## src/rtl/slir_pkg.sv

```systemverilog
// shared codes and types for the sorted list insert/remove unit
package slir_pkg;

    localparam int POS_W = 5;

    localparam logic MODE_INSERT = 1'b0;
    localparam logic MODE_REMOVE = 1'b1;

    localparam logic [1:0] ST_DONE      = 2'd0;
    localparam logic [1:0] ST_FULL      = 2'd1;
    localparam logic [1:0] ST_NOT_FOUND = 2'd2;

    typedef struct packed {
        logic do_insert;
        logic do_remove;
    } cell_cmd_t;

endpackage

```

## src/rtl/slir_cell.sv

```systemverilog
// one slot of the sorted list: holds an entry, compares it, shifts with its neighbors
module slir_cell #(
    parameter int IDENT_WIDTH = 16,
    parameter int CW          = 5,
    parameter int INDEX       = 0
) (
    input  logic                   clk,
    input  slir_pkg::cell_cmd_t    cmd,
    input  logic [IDENT_WIDTH-1:0] id,
    input  logic [CW-1:0]          used,
    input  logic                   prev_ge,
    input  logic [IDENT_WIDTH-1:0] prev_entry,
    input  logic [IDENT_WIDTH-1:0] next_entry,
    output logic [IDENT_WIDTH-1:0] entry,
    output logic                   ge,
    output logic                   ins_sel,
    output logic                   rem_sel
);
    import slir_pkg::*;

    logic [IDENT_WIDTH-1:0] entry_reg;
    logic                   occupied;
    logic                   at_end;
    logic                   eq;

    assign occupied = used > CW'(INDEX);
    assign at_end   = used == CW'(INDEX);
    assign ge       = occupied && (entry_reg >= id);
    assign eq       = occupied && (entry_reg == id);

    // first slot not smaller than id, or the first free slot
    assign ins_sel  = !prev_ge && (ge || at_end);
    // first equal slot: everything below it is smaller
    assign rem_sel  = !prev_ge && eq;

    assign entry    = entry_reg;

    always_ff @(posedge clk)
    begin
        if (cmd.do_insert)
        begin
            if (prev_ge)
            begin
                entry_reg <= prev_entry;
            end
            else if (ins_sel)
            begin
                entry_reg <= id;
            end
        end
        else if (cmd.do_remove && ge)
        begin
            entry_reg <= next_entry;
        end
    end

endmodule

```

## src/rtl/sorted_list_insert_remove_unit.sv

```systemverilog
// top level of the sorted list insert/remove unit
//
// keeps up to CAPACITY identifiers in ascending order in a row of cells, one
// entry per cell. an insert item goes before the first entry not smaller than
// it (so before any equal entries); a remove item deletes the lowest equal
// entry. every cell compares its entry against the item's identifier and
// shifts from its left or right neighbor in the same clock, so one item is
// taken per cycle and its result is registered in the output register in the
// cycle after acceptance. a new item is taken while the result register is
// empty or being drained in that cycle. after reset the list is empty at once;
// no clearing pass is needed since only slots below the count are ever looked at.
module sorted_list_insert_remove_unit #(
    parameter int CAPACITY    = 16,
    parameter int IDENT_WIDTH = 16
) (
    input  logic       clk,
    input  logic       rst_n,
    input  logic       in_valid,
    output logic       in_ready,
    input  logic       mode,
    input  logic [15:0] ident,
    output logic       out_valid,
    input  logic       out_ready,
    output logic [1:0] status,
    output logic [slir_pkg::POS_W-1:0] position,
    output logic [slir_pkg::POS_W-1:0] entry_count
);
    import slir_pkg::*;

    // count width: must hold CAPACITY itself
    localparam int CW = $clog2(CAPACITY + 1);

    logic [CW-1:0]          used_reg, used_next;
    logic                   out_valid_reg;
    logic [1:0]             status_reg, status_next;
    logic [POS_W-1:0]       position_reg, position_next;
    logic [POS_W-1:0]       count_reg, count_next;

    logic                   accept;
    logic                   full;
    logic                   found;
    logic [IDENT_WIDTH+15:0] id_wide;
    logic [IDENT_WIDTH-1:0] id;
    cell_cmd_t              cmd;

    logic [IDENT_WIDTH-1:0] ent [CAPACITY];
    logic [CAPACITY-1:0]    ge;
    logic [CAPACITY-1:0]    ins_sel;
    logic [CAPACITY-1:0]    rem_sel;

    logic [CW-1:0]          ins_pos;
    logic [CW-1:0]          rem_pos;
    logic [CW-1:0]          res_pos;
    logic [CW+POS_W-1:0]    pos_wide;
    logic [CW+POS_W-1:0]    cnt_wide;

    // only the low IDENT_WIDTH bits of the identifier take part
    assign id_wide = {{IDENT_WIDTH{1'b0}}, ident};
    assign id      = id_wide[IDENT_WIDTH-1:0];

    assign in_ready = !out_valid_reg || out_ready;
    assign accept   = in_valid && in_ready;
    assign full     = used_reg == CW'(CAPACITY);
    assign found    = |rem_sel;

    // cells only move when the item really changes the list
    assign cmd.do_insert = accept && (mode == MODE_INSERT) && !full;
    assign cmd.do_remove = accept && (mode == MODE_REMOVE) && found;

    // row of cells, each talking to its two neighbors
    for (genvar k = 0; k < CAPACITY; k++)
    begin : g_cell
        logic                   prev_ge_k;
        logic [IDENT_WIDTH-1:0] prev_k;
        logic [IDENT_WIDTH-1:0] next_k;

        if (k == 0)
        begin : g_first
            assign prev_ge_k = 1'b0;
            assign prev_k    = id;
        end
        else
        begin : g_mid
            assign prev_ge_k = ge[k-1];
            assign prev_k    = ent[k-1];
        end

        if (k == CAPACITY - 1)
        begin : g_last
            assign next_k = id;
        end
        else
        begin : g_inner
            assign next_k = ent[k+1];
        end

        slir_cell #(
            .IDENT_WIDTH (IDENT_WIDTH),
            .CW          (CW),
            .INDEX       (k)
        ) u_cell (
            .clk        (clk),
            .cmd        (cmd),
            .id         (id),
            .used       (used_reg),
            .prev_ge    (prev_ge_k),
            .prev_entry (prev_k),
            .next_entry (next_k),
            .entry      (ent[k]),
            .ge         (ge[k]),
            .ins_sel    (ins_sel[k]),
            .rem_sel    (rem_sel[k])
        );
    end

    // one-hot to index: each select line is set in at most one cell
    always_comb
    begin
        ins_pos = '0;
        rem_pos = '0;
        for (int k = 0; k < CAPACITY; k++)
        begin
            ins_pos = ins_pos | (ins_sel[k] ? CW'(k) : '0);
            rem_pos = rem_pos | (rem_sel[k] ? CW'(k) : '0);
        end
    end

    always_comb
    begin
        used_next   = used_reg;
        status_next = ST_DONE;
        res_pos     = used_reg;
        if (mode == MODE_INSERT)
        begin
            if (full)
            begin
                status_next = ST_FULL;
            end
            else
            begin
                res_pos   = ins_pos;
                used_next = used_reg + CW'(1);
            end
        end
        else
        begin
            if (found)
            begin
                res_pos   = rem_pos;
                used_next = used_reg - CW'(1);
            end
            else
            begin
                status_next = ST_NOT_FOUND;
            end
        end
    end

    // result fields are the low bits of the index and count
    assign pos_wide      = {{POS_W{1'b0}}, res_pos};
    assign cnt_wide      = {{POS_W{1'b0}}, used_next};
    assign position_next = pos_wide[POS_W-1:0];
    assign count_next    = cnt_wide[POS_W-1:0];

    always_ff @(posedge clk or negedge rst_n)
    begin
        if (!rst_n)
        begin
            used_reg      <= '0;
            out_valid_reg <= 1'b0;
        end
        else
        begin
            if (accept)
            begin
                used_reg      <= used_next;
                out_valid_reg <= 1'b1;
            end
            else if (out_ready)
            begin
                out_valid_reg <= 1'b0;
            end
        end
    end

    // result payload, no reset needed
    always_ff @(posedge clk)
    begin
        if (accept)
        begin
            status_reg   <= status_next;
            position_reg <= position_next;
            count_reg    <= count_next;
        end
    end

    assign out_valid   = out_valid_reg;
    assign status      = status_reg;
    assign position    = position_reg;
    assign entry_count = count_reg;

endmodule

```

## config.mk

```make
export PLATFORM = sky130hd
export DESIGN_NAME = sorted_list_insert_remove_unit
export DESIGN_NICKNAME = d
export VERILOG_FILES = /design/src/rtl/slir_pkg.sv /design/src/rtl/slir_cell.sv /design/src/rtl/sorted_list_insert_remove_unit.sv
export SDC_FILE = /design/constraint.sdc
export NUM_CORES = 1
export LEC_CHECK = 0
export BUFFER_PORTS_ARGS = -buffer_cell sky130_fd_sc_hd__buf_2
export CAP_MARGIN = 15
export CORE_AREA = 2 2 235 237
export DETAILED_ROUTE_END_ITERATION = 10
export DIE_AREA = 0 0 237 239
export SLEW_MARGIN = 20
export SYNTH_ARGS = -nofsm -noshare
export SYNTH_HDL_FRONTEND = slang
export SYNTH_SLANG_ARGS = --single-unit
```

## constraint.sdc

```tcl
create_clock -name clk -period 4.9 [get_ports clk]
set_input_delay 0.245 -clock clk [delete_from_list [all_inputs] [get_ports clk]]
set_output_delay 0.245 -clock clk [all_outputs]
set_load 0.03 [all_outputs]
```

Word-level counts from Yosys, hierarchy flattened
Cells that the tools add are included.
Word-level totals
  bits in registers: 274
  input port bits: 21
  output and inout bits: 14
Operators by class
  add/subtract/negate cells: 2
  order comparisons: 32
  eq/ne operators: 48
  mux-type cells: 104
  bitwise operators: 29
  reductions and logical operators: 152
Operators with widths (count)
  2-to-1 mux 16 bit: 63
  equality test 16 bit: 16
  >= comparator 16 bit: 16
  logical AND 1 bit: 83
  2-to-1 mux 4 bit: 16
  OR 4 bit: 14
  != test 3 x 1 -> 1 bit (second input constant): 15
  equality test 5 x 4 -> 1 bit (second input constant): 8
  greater-than comparator 5 x 4 -> 1 bit (second input constant): 8
  nonzero test 2 bit: 17
  AND reduction 2 bit: 16
  2-to-1 mux 5 bit: 6
  2-to-1 mux 3 bit: 8
  equality test 5 x 3 -> 1 bit (second input constant): 4
  greater-than comparator 5 x 3 -> 1 bit (second input constant): 4
  OR 3 bit: 6
  zero test 1 bit: 17
  logical OR 1 bit: 17
  OR reduction 16 bit: 1
  2-to-1 mux 2 bit: 6
  equality test 5 x 2 -> 1 bit (second input constant): 2
  greater-than comparator 5 x 1 -> 1 bit (second input constant): 2
  greater-than comparator 5 x 2 -> 1 bit (second input constant): 2
  OR 3 x 4 -> 4 bit: 2
  11 further kinds: 18

Logic depth before layout (Yosys ltp)
Gate-level depths: netlist of the first run.
  depth after elaboration: 21
  mapped depth: 15

Hierarchy
A second synthesis of the first run with hierarchy kept.
Unflattened totals
  cell total of the unflattened synthesis: 2321
  area, all modules: 22087.4 µm²
By module, submodules not included
  slir_cell (g_cell[8].u_cell): times used 1, cells an instance 141, area an instance 1360.1 µm², sequential area each 480.5 µm²
  slir_cell (g_cell[12].u_cell): times used 1, cells an instance 140, area an instance 1340.0 µm², sequential area each 480.5 µm²
  slir_cell (g_cell[4].u_cell): times used 1, cells an instance 141, area an instance 1338.8 µm², sequential area each 480.5 µm²
  slir_cell (g_cell[6].u_cell): times used 1, cells an instance 139, area an instance 1337.5 µm², sequential area each 480.5 µm²
  slir_cell (g_cell[7].u_cell): times used 1, cells an instance 139, area an instance 1321.3 µm², sequential area each 480.5 µm²
  slir_cell (g_cell[11].u_cell): times used 1, cells an instance 137, area an instance 1310.0 µm², sequential area each 480.5 µm²
  slir_cell (g_cell[14].u_cell): times used 1, cells an instance 136, area an instance 1307.5 µm², sequential area each 480.5 µm²
  slir_cell (g_cell[10].u_cell): times used 1, cells an instance 136, area an instance 1296.2 µm², sequential area each 480.5 µm²
  slir_cell (g_cell[2].u_cell): times used 1, cells an instance 137, area an instance 1295.0 µm², sequential area each 480.5 µm²
  slir_cell (g_cell[9].u_cell): times used 1, cells an instance 138, area an instance 1290.0 µm², sequential area each 480.5 µm²
  slir_cell (g_cell[13].u_cell): times used 1, cells an instance 137, area an instance 1288.7 µm², sequential area each 480.5 µm²
  slir_cell (g_cell[1].u_cell): times used 1, cells an instance 137, area an instance 1285.0 µm², sequential area each 480.5 µm²
  slir_cell (g_cell[0].u_cell): times used 1, cells an instance 136, area an instance 1283.7 µm², sequential area each 480.5 µm²
  slir_cell (g_cell[3].u_cell): times used 1, cells an instance 137, area an instance 1280.0 µm², sequential area each 480.5 µm²
  +3 rows

Worst setup path after synthesis of the first run
OpenSTA, ideal clock, no wires.
  path kind: input -> register
  start point: input ident[1]
  end point: register g_cell[4].u_cell.entry_reg[0] (enable)
  setup time: 394 ps
  arrival time: 3710 ps
  data required time: 4506 ps
  setup slack: 796 ps
  cell stages on the path: 12
  buffers on the path: 2
  cell sequence: inv_1 ha_1 and4_1 or3_1 a221o_1 o21a_1 buf_4 o2111ai_4 nor3_2 or3_1 buf_6 a21oi_1
On the way
  word-level cells in the longest chain between the ends: 9
RTL lines
  start: declaration: line sorted_list_insert_remove_unit.sv:21  | input logic [15:0] ident,
  >= comparator 16 bit: line slir_cell.sv:28  | assign ge = occupied && (entry_reg >= id);
  logical AND 1 bit: line slir_cell.sv:28
  zero test 1 bit, on equally long branches: line slir_cell.sv:34, slir_cell.sv:32
  logical AND 1 bit: line slir_cell.sv:34  | assign rem_sel = !prev_ge && eq;
  OR reduction 16 bit: line sorted_list_insert_remove_unit.sv:64  | assign found = |rem_sel;
  logical AND 1 bit: line sorted_list_insert_remove_unit.sv:68  | assign cmd.do_remove = accept && (mode == MODE_REMOVE) && found;
  logical AND 1 bit: line slir_cell.sv:51  | else if (cmd.do_remove && ge)
  nonzero test 2 bit (no line)
  AND reduction 2 bit (no line) *
  end signal: assignment: line slir_cell.sv:44  | entry_reg <= prev_entry;
  end signal: assignment: line slir_cell.sv:48  | entry_reg <= id;
  end signal: assignment: line slir_cell.sv:53  | entry_reg <= next_entry;
  end: declaration: line slir_cell.sv:21  | logic [IDENT_WIDTH-1:0] entry_reg;
Every way passes the cells marked *; elsewhere a longest branch is shown, timed or not.
A chain may end at the register's enable or synchronous reset.

Worst setup path in the final report of the first run
  start point: register g_cell[5].u_cell.entry_reg[0]
  end point: register g_cell[13].u_cell.entry_reg[6] (enable)
On the way
  word-level cells in the longest chain between the ends: 9
RTL lines (line)
  start: declaration: slir_cell.sv:21
  start signal: assignment: slir_cell.sv:44
  start signal: assignment: slir_cell.sv:48
  start signal: assignment: slir_cell.sv:53
  >= comparator 16 bit: slir_cell.sv:28
  logical AND 1 bit: slir_cell.sv:28
  zero test 1 bit: slir_cell.sv:34
  logical AND 1 bit: slir_cell.sv:34
  OR reduction 16 bit *: sorted_list_insert_remove_unit.sv:64
  logical AND 1 bit *: sorted_list_insert_remove_unit.sv:68
  logical AND 1 bit *: slir_cell.sv:51
  nonzero test 2 bit (no line) *
  AND reduction 2 bit (no line) *
  end signal: assignment: slir_cell.sv:44
  end signal: assignment: slir_cell.sv:48
  end signal: assignment: slir_cell.sv:53
  end: declaration: slir_cell.sv:21
Marks and branches as above.

==> impl_metrics.json, run 1 <==
{
  "drt_iter0_markers": 1570,
  "post-route-period-util": 0.882,
  "status": "complete, no violations",
  "synth-seq-cells": 274,
  "die_w_um": 237,
  "largest_register_ffs": 256,
  "rrSetupSlack_ns": 0.58,
  "synth-edff-count": 268,
  "syn_to_final_growth_pct": 11.6,
  "clk_pin_slew_ns": 0.06,
  "r2r_cells": 12,
  "synth_area_um2": 20300,
  "clock_latency_ns": 0.57,
  "fillers": 5262,
  "setup_tns_ns": 0,
  "setup_viol": 0,
  "rsz0062_at_grt": "no",
  "clockBufferDepth": 3,
  "final.min_clock_period_ns": 4.32,
  "cts_tree": "built",
  "drive_gt1_frac": 0.100,
  "syn-num-nets": 2394,
  "rows": 86,
  "crit_slowest_cell": "a2111oi_1",
  "worstMarginPinSlew_ns": 0.928,
  "synth_top_area_frac": 0.396,
  "core_area_um2": 54300,
  "die_h_um": 239,
  "globalplace.congestion": 0.963,
  "cts_resized": 0,
  "cp-end-kind": "flop",
  "slowest_delay_ns": 0.86,
  "viasPerCell": 5.93,
  "portBuffers": 34,
  "synthArstFlopShare": 0.0219,
  "r2r-start": "g_cell[5].u_cell.entry[0]$_DFFE_PP_",
  "fin_ws_ns": 0.580,
  "hold_class": "input pin to asynchronous set/reset pin",
  "ir_worst_vdd_uv": 235,
  "worstPathCellList": "inv_1 -> ha_1 -> nand2b_1 -> a2111oi_1 -> nor4b_1 -> o21a_1 -> nand3b_1 -> o2111ai_4 -> nor3_2 -> or3_1 -> buf_4 -> nor2_4",
  "fin_util": 0.417,
  "hold_slack_ns": 0.0539,
  "arrival_ns": 4.50,
  "grt_max_degree": 175,
  "synth-seq-area-share": 0.404,
  "slew_violations": 0,
  "grt.overflow.total": 0,
  "synth.area.top_cells": "edfxtp_1, ha_1, mux2i_1",
  "skew_ns": 0.0276,
  "yosysTopAreaCell": "edfxtp_1",
  "synth_flop_cell": "edfxtp_1",
  "grt_pass1_vias": 16600,
  "power_density_nw_per_um2": 341,
  "fin_nets": 2430,
  "wl_per_cell_um": 23.7,
  "netlist_top_cells_count": "nand2_1, o21ai_0, edfxtp_1",
  "yosys_warnings": 0,
  "synth_cell_types": 87,
  "start_kind": "flop",
  "clock-sinks": 274,
  "io-pin-count": 35,
  "synthCells": 2112,
  "dr_total_vias": 17100,
  "initial_core_util": 0.374,
  "r2r-end": "g_cell[13].u_cell.entry[6]$_DFFE_PP_",
  "grt_pass1_wl_um": 103000,
  "post-cts-setup-buffers": 0,
  "dr.pass1.iters": 6,
  "final_antenna_net_count": 0,
  "gr-usage-all-layers": 0.239,
  "diodes": 0,
  "path_class": "flop to flop",
  "drv_cap": 0,
  "drcViolationCount": 0,
  "h-tree-depth": 2,
  "numCtsBuffers": 35,
  "p_leak_nw": 9.36,
  "clock.fmax_mhz": 231,
  "worst_ep_required_time_ns": 5.08,
  "hpwlAfterDp_um": 50200,
  "antenna_found_initial": 1,
  "postSynthAreaPerCell_um2": 9.61,
  "pre_cts_ws_ns": 0.212,
  "root_buffer": "clkbuf_16",
  "die-area_um2": 56600,
  "relSlewSlack": 0.380,
  "path_max_fanout": 16,
  "finalWirelength_um": 68300,
  "hold_viol": 0,
  "total_power_mw": 7.73,
  "synth_most_common_cell": "nand2_1"
}
[worst max-delay path by stage]
stage / from / end / cells past startpoint
6_report: g_cell[5].u_cell.entry[0]$_DFFE_PP_ / g_cell[13].u_cell.entry[6]$_DFFE_PP_ / 12
5_1_grt: g_cell[5].u_cell.entry[0]$_DFFE_PP_ / g_cell[13].u_cell.entry[7]$_DFFE_PP_ / 12
4_1_cts: g_cell[5].u_cell.entry[0]$_DFFE_PP_ / g_cell[13].u_cell.entry[1]$_DFFE_PP_ / 12
3_5_place_dp: ident[2] / g_cell[13].u_cell.entry[4]$_DFFE_PP_ / 14
3_3_place_gp: ident[2] / g_cell[3].u_cell.entry[6]$_DFFE_PP_ / 13
2_1_floorplan: ident[1] / g_cell[4].u_cell.entry[0]$_DFFE_PP_ / 12
[through the flow]
step           area (um^2)  std cells
6_report             22600       2878
4_1_cts              22600       2878
5_1_grt              22600       2878
3_3_place_gp         21600       2812
2_1_floorplan        20300       2112
3_5_place_dp         21600       2812
[metal layers]
layer	routed length (um)	up-vias	global-route usage	share of wire
li1	-	7948	-	-
met1	30400	8268	0.331	0.45
met2	29600	697	0.365	0.43
met3	5840	139	0.0535	0.086
met4	2480	2	0.0882	0.036
met5	13	-	0	0.00019
[critical path, delay by kind of cell, from the launching register on]
kind,cells,cell delay (ns)
adder cells (fa/ha/maj),1,0.23
AO/OA/AOI/OAI,3,1.32
flip-flops,1,0.41
AND/OR/NAND/NOR,6,1.66
buffers and inverters,2,0.31
[power breakdown]
part           leakage [nW]  switching (mW)  total [mW]  internal [mW]
combinational          6.35            1.53        2.33          0.801
sequential             2.51           0.163        2.97           2.80
clock                 0.498            1.07        2.43           1.36
[cells in the final DEF (no fill, tap or decap), types with 6 or more instances in the layout]
cell       instances
nand3_1           25
clkbuf_16         36
o21ai_0          288
nor2b_1           12
buf_2             34
clkbuf_1          12
dfrtp_1            6
ha_1             261
a211oi_1           8
nor2_4             8
mux2_2            15
nor3_1            17
mux2i_1          145
buf_4             74
nand2_1          321
edfxtp_1         268
nand2b_1          22
a21o_1            20
nor2_1           135
a21oi_1          193
and4_1            10
nand4_1           47
inv_1             42
buf_12             6
clkinv_1           7
o211ai_1          12
o21a_1             9
[area by class of cell]
cell class              count  area [um^2]  share of cell area
clock inverters            15         87.6             0.00387
inverters                  45          171             0.00757
multi-input cells        1675        11500               0.507
flip-flops and latches    274         8200               0.362
well taps                 704          881              0.0389
repair buffers            117          876              0.0387
clock buffers              48          946              0.0418
[cells by family (layout without fill, tap and decap cells)]
group                    count (synthesis)  after routing  share of synthesized area
XOR/XNOR                                 3              3                    0.00129
buffers and inverters                  163            225                     0.0333
flip-flops                             274            274                      0.404
AO/OA/AOI/OAI                          607            607                      0.173
AND/OR/NAND/NOR                        644            644                      0.148
adder cells (fa/ha/maj)                261            261                      0.161
multiplexers                           160            160                     0.0798
[timing repair]
item / in CTS / in global routing
hold endpoints to repair: 7 / 0
endpoints found under the setup margin: 0 / 0
hold buffers: 3 / 0
Note: power is estimated with default switching activity, not from simulation.
==> run 2, diff against run 1 <==
--- a/config.mk
+++ b/config.mk
@@ -10,6 +10,7 @@
 export CORE_AREA = 2 2 235 237
 export DETAILED_ROUTE_END_ITERATION = 10
 export DIE_AREA = 0 0 237 239
+export PLACE_DENSITY = 0.62
 export SLEW_MARGIN = 20
 export SYNTH_ARGS = -nofsm -noshare
 export SYNTH_HDL_FRONTEND = slang
==> constraint.sdc (replaced) <==
create_clock -name clk -period 4.75 [get_ports clk]
set_input_delay 0.2375 -clock clk [delete_from_list [all_inputs] [get_ports clk]]
set_output_delay 0.2375 -clock clk [all_outputs]
set_load 0.03 [all_outputs]
==> run 2 against run 1 <==
  * Die area did not move
  * Core utilization rose by 0.35 points
  * Fmax fell by 3.5%
  * Sequential share of layout area fell by 0.30 points
  * Highest routed layer unchanged
  * Non-clock buffer count rose by 1
  * Clock-buffer cell count did not move
  * Clock power rose by 7%
  * Global-route usage fell by 1.1 points
  * Combinational power rose by 2%
  * Worst setup slack got worse by 0.31 ns
  * Final cell count barely moved
==> impl_metrics.json, run 2 (synthesis gave the netlist of run 1 again) <==
{
  "largest_register_ffs": 256,
  "core_area_um2": 54300,
  "post-route-period-util": 0.942,
  "final.min_clock_period_ns": 4.48,
  "drcViolationCount": 0,
  "die-area_um2": 56600,
  "path_max_fanout": 16,
  "arrival_ns": 4.70,
  "initial_core_util": 0.374,
  "portBuffers": 34,
  "globalplace.congestion": 0.945,
  "relSlewSlack": 0.297,
  "hold_viol": 0,
  "slew_violations": 0,
  "clock_latency_ns": 0.56,
  "start_kind": "flop",
  "fin_nets": 2431,
  "worstPathCellList": "inv_1 -> ha_1 -> a21oi_4 -> o21ai_1 -> a2111o_1 -> nor3_2 -> a32oi_1 -> nand4b_4 -> nor3_2 -> or3_1 -> buf_4 -> a211oi_2 -> buf_4",
  "viasPerCell": 5.90,
  "setup_viol": 0,
  "dr_total_vias": 17000,
  "setup_tns_ns": 0,
  "crit_slowest_cell": "a2111o_1",
  "cp-end-kind": "flop",
  "root_buffer": "clkbuf_16",
  "status": "complete, no violations",
  "grt_pass1_vias": 16600,
  "rows": 86,
  "hpwlAfterDp_um": 48800,
  "ir_worst_vdd_uv": 188,
  "io-pin-count": 35,
  "gr-usage-all-layers": 0.228,
  "clock-sinks": 274,
  "hold_slack_ns": 0.0467,
  "clock.fmax_mhz": 223,
  "skew_ns": 0.0232,
  "path_class": "flop to flop",
  "grt_pass1_wl_um": 99800,
  "diodes": 0,
  "syn_to_final_growth_pct": 12.5,
  "worst_ep_required_time_ns": 4.98,
  "numCtsBuffers": 35,
  "final_antenna_net_count": 0,
  "rsz0062_at_grt": "no",
  "antenna_found_initial": 2,
  "h-tree-depth": 2,
  "drive_gt1_frac": 0.0999,
  "dr.pass1.iters": 6,
  "path_buf_inv": 3,
  "die_h_um": 239,
  "clockBufferDepth": 3,
  "grt_max_degree": 177,
  "rrSetupSlack_ns": 0.27,
  "cts_tree": "built",
  "die_w_um": 237,
  "finalWirelength_um": 64600,
  "r2r-start": "used_reg[1]$_DFFE_PN0P_",
  "power_density_nw_per_um2": 353,
  "r2r_cells": 13,
  "r2r-end": "g_cell[12].u_cell.entry[2]$_DFFE_PP_",
  "final_cell_mix": "nand2_1, o21ai_0, edfxtp_1",
  "p_leak_nw": 9.44,
  "crit_family": "compound AO/OA/AOI/OAI gates",
  "slowest_delay_ns": 0.55,
  "layout_commonest_cell": "nand2_1",
  "wl_per_cell_um": 22.5,
  "drt_iter0_markers": 1648,
  "drv_cap": 0,
  "hold_class": "input pin to asynchronous set/reset pin",
  "worstMarginPinSlew_ns": 1.04,
  "clk_pin_slew_ns": 0.06,
  "grt.overflow.total": 0
}
[run 2: cell count changes in the layout (fill, tap and decap cells not counted), moves of 2 or more]
cell and delta:
buf_4 -11, clkinv_2 -2, buf_12 +12, clkinvlp_4 -2
bufinv_16 +2
[run 2: per-layer routing]
layer | part of all wire | up-vias | GRT usage
met5 | 0.00036 | - | 0
met2 | 0.45 | 695 | 0.360
met4 | 0.030 | 4 | 0.0781
met3 | 0.082 | 126 | 0.0344
met1 | 0.44 | 8170 | 0.318
li1 | - | 7965 | -
[run 2: report_power, final]
group,switching [mW],total [mW],internal (mW)
Clock,1.08,2.60,1.52
Sequential,0.186,3.08,2.89
Combinational,1.54,2.37,0.838
[run 2: layout make-up]
| type | count | area [um^2] |
|---|---|---|
| clock inverter | 12 | 101 |
| sequential | 274 | 8200 |
| inverter | 45 | 171 |
| tap | 704 | 881 |
| clock buffer | 48 | 967 |
| fill | 5208 | 31500 |
| multi-input combinational | 1675 | 11500 |
| timing repair buffer | 118 | 1030 |
[run 2: metrics by stage]
step                      instance area (um^2)  utilization  power [mW]  std cells  setup WS, ns
after floorplan                          20300            -        4.68       2112         0.654
after global placement                   21600        0.397        5.38       2806         0.173
after detailed placement                 21600        0.397        5.43       2806       0.00918
after CTS                                22700        0.417        8.03       2869         0.110
after global routing                     22800        0.420        8.40       2876         0.123
final                                    22800        0.420        8.05       2876         0.274
[run 2: worst max path at each step]
stage / startpoint / endpoint / slack [ns] / depth (start not counted)
after floorplan: ident[1] / g_cell[4].u_cell.entry[0]$_DFFE_PP_ / 0.65 / 12
final: used_reg[1]$_DFFE_PN0P_ / g_cell[12].u_cell.entry[2]$_DFFE_PP_ / 0.27 / 13
after detailed placement: ident[8] / g_cell[2].u_cell.entry[6]$_DFFE_PP_ / 0.009 / 13
after CTS: used_reg[1]$_DFFE_PN0P_ / g_cell[2].u_cell.entry[15]$_DFFE_PP_ / 0.11 / 11
after global routing: used_reg[1]$_DFFE_PN0P_ / g_cell[5].u_cell.entry[11]$_DFFE_PP_ / 0.12 / 12
after global placement: ident[8] / g_cell[2].u_cell.entry[4]$_DFFE_PP_ / 0.17 / 13
[run 2: timing repair]
item,in CTS,in global routing
hold buffers,3,0
gates resized for setup,0,2
endpoints found under the setup margin,0,160
endpoints found under the hold margin,7,0
setup buffers,0,7
